File: src/hdl/lwmm_pkg.sv
// ----------------------------------------------------------------------------
// lwmm_pkg
// Shared types, constants and helpers for the line window max/min filter.
// ----------------------------------------------------------------------------
package lwmm_pkg;

    localparam int PIX_W          = 32;
    localparam int KEY_W          = 27;
    localparam int RADIUS_W       = 6;
    localparam int LEN_W          = 13;
    localparam int CFG_IDX_W      = 2;
    localparam int CFG_DATA_W     = 13;
    localparam int MAX_RADIUS_DEF = 63;
    localparam int MAX_LINE_DEF   = 4096;

    localparam logic [CFG_IDX_W-1:0] REG_RADIUS      = 2'd0;
    localparam logic [CFG_IDX_W-1:0] REG_MIN_MODE    = 2'd1;
    localparam logic [CFG_IDX_W-1:0] REG_LINE_LENGTH = 2'd2;

    localparam logic [RADIUS_W-1:0] RADIUS_RST      = 6'd1;
    localparam logic [LEN_W-1:0]    LINE_LENGTH_RST = 13'd1920;

    // commands from the sequencer to the datapath
    typedef struct packed {
        logic capture;
        logic store;
        logic suf_rd;
        logic suf_step;
        logic scan_init;
        logic scan_rd;
        logic scan_step;
        logic xb_rd;
        logic xb_sel;
        logic pix_rd;
        logic emit;
        logic advance;
    } lwmm_cmd_t;

    // status from the datapath to the sequencer
    typedef struct packed {
        logic end_blk;
        logic r_zero;
        logic suf_last;
        logic need_emit;
        logic same_blk;
        logic scan_done;
        logic out_free;
        logic line_last;
        logic at_final;
    } lwmm_stat_t;

    // a strictly better than b
    function automatic logic better(input logic min_mode,
                                    input logic [KEY_W-1:0] a,
                                    input logic [KEY_W-1:0] b);
        return min_mode ? (a < b) : (a > b);
    endfunction

    // 255*(299R + 587G + 114B) + 100A
    function automatic logic [KEY_W-1:0] luma_key(input logic [7:0] red,
                                                  input logic [7:0] green,
                                                  input logic [7:0] blue,
                                                  input logic [7:0] alpha);
        logic [17:0]      wsum;
        logic [KEY_W-1:0] w;
        wsum = 18'(red) * 18'd299 + 18'(green) * 18'd587 + 18'(blue) * 18'd114;
        w    = KEY_W'(wsum);
        return (w << 8) - w + KEY_W'(alpha) * KEY_W'(100);
    endfunction

endpackage

File: src/hdl/lwmm_ctrl.sv
// ----------------------------------------------------------------------------
// lwmm_ctrl
// Sequencer: steps one pixel through store, block-end sweep and output picks.
// ----------------------------------------------------------------------------
module lwmm_ctrl
    import lwmm_pkg::*;
(
    input  logic       aclk,
    input  logic       aresetn,
    input  logic       in_valid,
    output logic       in_ready,
    input  lwmm_stat_t stat,
    output lwmm_cmd_t  cmd
);

    typedef enum logic [11:0] {
        ST_IDLE     = 12'b0000_0000_0001,
        ST_STORE    = 12'b0000_0000_0010,
        ST_SUF_RD   = 12'b0000_0000_0100,
        ST_SUF_WR   = 12'b0000_0000_1000,
        ST_EMIT_CHK = 12'b0000_0001_0000,
        ST_SCAN_RD  = 12'b0000_0010_0000,
        ST_SCAN_CMP = 12'b0000_0100_0000,
        ST_XB_RD    = 12'b0000_1000_0000,
        ST_XB_SEL   = 12'b0001_0000_0000,
        ST_PIX_RD   = 12'b0010_0000_0000,
        ST_PIX_OUT  = 12'b0100_0000_0000,
        ST_ADVANCE  = 12'b1000_0000_0000
    } lwmm_state_t;

    lwmm_state_t state_reg, state_next;

    always_ff @(posedge aclk) begin
        if (!aresetn) begin
            state_reg <= ST_IDLE;
        end else begin
            state_reg <= state_next;
        end
    end

    always_comb begin
        state_next = state_reg;
        cmd        = '0;
        in_ready   = 1'b0;
        unique case (state_reg)
            ST_IDLE: begin
                in_ready = 1'b1;
                if (in_valid) begin
                    cmd.capture = 1'b1;
                    state_next  = ST_STORE;
                end
            end
            ST_STORE: begin
                cmd.store = 1'b1;
                if (stat.end_blk && !stat.r_zero) begin
                    state_next = ST_SUF_RD;
                end else begin
                    state_next = ST_EMIT_CHK;
                end
            end
            ST_SUF_RD: begin
                cmd.suf_rd = 1'b1;
                state_next = ST_SUF_WR;
            end
            ST_SUF_WR: begin
                cmd.suf_step = 1'b1;
                state_next   = stat.suf_last ? ST_EMIT_CHK : ST_SUF_RD;
            end
            ST_EMIT_CHK: begin
                if (!stat.need_emit) begin
                    state_next = ST_ADVANCE;
                end else if (stat.same_blk) begin
                    cmd.scan_init = 1'b1;
                    state_next    = ST_SCAN_RD;
                end else begin
                    state_next = ST_XB_RD;
                end
            end
            ST_SCAN_RD: begin
                cmd.scan_rd = 1'b1;
                state_next  = ST_SCAN_CMP;
            end
            ST_SCAN_CMP: begin
                cmd.scan_step = 1'b1;
                state_next    = stat.scan_done ? ST_PIX_RD : ST_SCAN_RD;
            end
            ST_XB_RD: begin
                cmd.xb_rd  = 1'b1;
                state_next = ST_XB_SEL;
            end
            ST_XB_SEL: begin
                cmd.xb_sel = 1'b1;
                state_next = ST_PIX_RD;
            end
            ST_PIX_RD: begin
                cmd.pix_rd = 1'b1;
                state_next = ST_PIX_OUT;
            end
            ST_PIX_OUT: begin
                // wait for the output register to drain
                if (stat.out_free) begin
                    cmd.emit = 1'b1;
                    if (stat.line_last && !stat.at_final) begin
                        state_next = ST_EMIT_CHK;
                    end else begin
                        state_next = ST_ADVANCE;
                    end
                end
            end
            ST_ADVANCE: begin
                cmd.advance = 1'b1;
                state_next  = ST_IDLE;
            end
            default: begin
                state_next = ST_IDLE;
            end
        endcase
    end

endmodule

File: config.mk
export PLATFORM = sky130hd
export DESIGN_NAME = lwmm_ctrl
export DESIGN_NICKNAME = d
export VERILOG_FILES = /design/src/hdl/lwmm_pkg.sv /design/src/hdl/lwmm_ctrl.sv
export SDC_FILE = /design/constraint.sdc
export NUM_CORES = 1
export LEC_CHECK = 0
export BUFFER_PORTS_ARGS = -buffer_cell sky130_fd_sc_hd__buf_4
export CORE_MARGIN = 5
export CORE_UTILIZATION = 53
export DETAILED_ROUTE_END_ITERATION = 12
export PLACE_DENSITY = 0.9
export SETUP_SLACK_MARGIN = 0.05
export SLEW_MARGIN = 5
export SYNTH_ARGS = -nofsm -noshare
export SYNTH_HDL_FRONTEND = slang
export SYNTH_SLANG_ARGS = --single-unit
File: constraint.sdc
create_clock -name aclk -period 4 [get_ports aclk]
set_input_delay 0.4 -clock aclk [delete_from_list [all_inputs] [get_ports aclk]]
set_output_delay 0.4 -clock aclk [all_outputs]
set_load 0.1 [all_outputs]
==> qor.yml <==
worst_setup_path:
  crit_fanout: 7
  crit_required_ns: 3.60
  cp-end-kind: "output pin"
  arrival_ns: 2.05
  crit_path_start_kind: "flop"
  crit_type: "flop to output pin"
timing:
  finClkSkew_ns: 0.00350
  maxSlewViolCount: 0
  setup_viol: 0
  period_minus_slack_ns: 2.45
  rsz0062_at_grt: "false"
  tightest_slew_ns: 0.691
  tns_ns: 0
  relSlewSlack_pct: 53.5
  period_share_pct: 61.2
  max_freq_ghz: 0.408
  hold_viol: 0
die:
  num_rows: 14
  core_mm2: 0.00149
  die_area_mm2: 0.00243
  die_x_um: 49.3
  pin_count: 25
  die_y_um: 49.3
  initial_utilization_pct: 54.9
grt:
  antenna_found_initial: 0
  gr-usage-all-layers_pct: 17.9
  grt_pass1_vias: 789
  grt_pass1_wl_mm: 3.43
  grt-ovfl-total: 0
  grt_max_degree: 9
synth:
  yosysTopAreaCell: "dfxtp_1"
  ys_seq_area_share_pct: 29.4
  yosysTopAreaCellShare_pct: 29.4
  synth_area_leaders: "dfxtp_1, nor2_1, nor4_4"
  synth-edff-count: 0
  synth-main-ff-cell: "dfxtp_1"
  ys_seq_elements: 12
  async_reset_ff_share_pct: 0
  syn_area_um2: 817
  avgSynthCellArea_um2: 8.60
  synth_cells: 95
  synth_nets: 107
  synth_cell_types: 38
  ys_warn_count: 0
power_and_ir_drop:
  power_density_mw_per_mm2: 264
  p_leak_nw: 0.475
  irDropWorstVdd_uv: 189
placed_design:
  io_buffers: 24
  hpwl_mm: 1.68
  place_congestion: 0.877
cells_and_area:
  fin_nets: 135
  diodes: 0
  area_growth_pct: 25.9
  regArea_um2: 240
  largest_reg_flops: 12
  multi_input_area_um2: 536
  fillerInstances: 125
  postLayoutCoreUtil_pct: 69.1
  drive_gt1_share_pct: 30.6
clock_tree:
  clockBufferDepth: 2
  cts_resized: 0
  ctsRootBufferMaster: "clkbuf_4"
  clkTransAtPathRegs_ns: 0.07
  ctsHoldBuffers: 0
  htree_levels: 1
  cts_setup_buffers: 0
  cts_buffers: 3
  cts_tree: "yes"
  clk_latency_ns: 0.27
  cts_sinks: 12
route:
  drt_iter0_markers: 42
  postRouteAntennaNets: 0
  wl_per_cell_um: 15.3
  wl_mm: 2.09
  vias: 842
  vias_per_cell: 6.15
  drtPass1Iterations: 5
  drc: 0
run:
  maxCapViolCount: 0
outcome:
  status: "completed"
min_path:
  hold_path.class: "input pin to flop"
-- per-stage QoR --
step	hold slack, ns	total power (W)	worst slack, ns	area (um^2)	instances
finish	0.301	0.000272	1.55	1030	137
floorplan	0.477	0.000177	0.375	817	95
global placement	0.584	0.000197	1.97	1010	134
CTS	0.297	0.000273	1.58	1030	137
global route	0.311	0.000282	1.41	1030	137
detailed placement	0.588	0.000198	1.88	1010	134
-- per-layer routing --
layer	track usage, %	part of all wire (%)	vias up
met2	29.8	50	35
li1	-	-	408
met5	0	0	-
met4	8.07	1.8	0
met1	21.0	42	393
met3	4.59	5.3	6
-- layout make-up --
type                    count  area share [%]
clock buffers               3            2.19
repair buffers             24            17.5
inverters                   8            2.92
well taps                  16            1.95
multi-input cells          74            52.1
flip-flops and latches     12            23.4
-- critical path, cell delays in order (launching register included) --
cell,delay (ns)
dfxtp_1,0.37
nor4_1,0.64
and3_1,0.32
and3_1,0.16
buf_4,0.28
-- path summary, 6_finish.rpt --
kind	startpoint	end	slack (ns)	cells after the start
max	state_reg[8]	cmd[7]	1.55	4
max reg2reg	state_reg[8]	state_reg[9]	2.12	4
min	stat[4]	state_reg[7]	0.30	2
min reg2reg	state_reg[11]	state_reg[0]	0.64	2
-- cell families (layout without fill, tap and decap cells) --
| family | count (synthesis) | in the layout | share of synthesized area, % |
|---|---|---|---|
| compound gates | 19 | 19 | 18.8 |
| flops | 12 | 12 | 29.4 |
| simple gates | 53 | 53 | 44.6 |
| xor+xnor | 2 | 2 | 2.14 |
| buf+inv | 9 | 35 | 5.05 |
-- synth_stat cells, drive strengths merged (3+ instances only) --
master,instances
nor2b,4
o21ai,4
and2,3
and3,4
dfxtp,12
nor4,5
nor2,14
nand2,3
nor4b,4
inv,8
nand3,3
-- where the power goes --
part           total [W]  leakage (nW)  internal, W  switching (W)
combinational  0.0000700         0.364    0.0000235      0.0000465
sequential      0.000126        0.0971     0.000122     0.00000459
clock          0.0000755        0.0138    0.0000349      0.0000406
total           0.000272         0.475     0.000180      0.0000917
-- cells in the final DEF, fill, tap and decap left out, types with 2 or more instances in the layout --
master     n
nor2_1    14
a32oi_1    2
xor2_1     2
dfxtp_1   12
o21ai_0    2
nand2_1    3
nor2b_1    4
nor3b_1    2
and3_1     4
nand3_1    3
o21a_1     2
nand2b_1   2
nor4_4     2
nor4b_1    4
clkbuf_4   3
or4_4      2
and2_1     3
nor3_1     2
nor4_2     2
o211a_1    2
inv_1      8
buf_4     24
(Power assumes the default switching activity.)
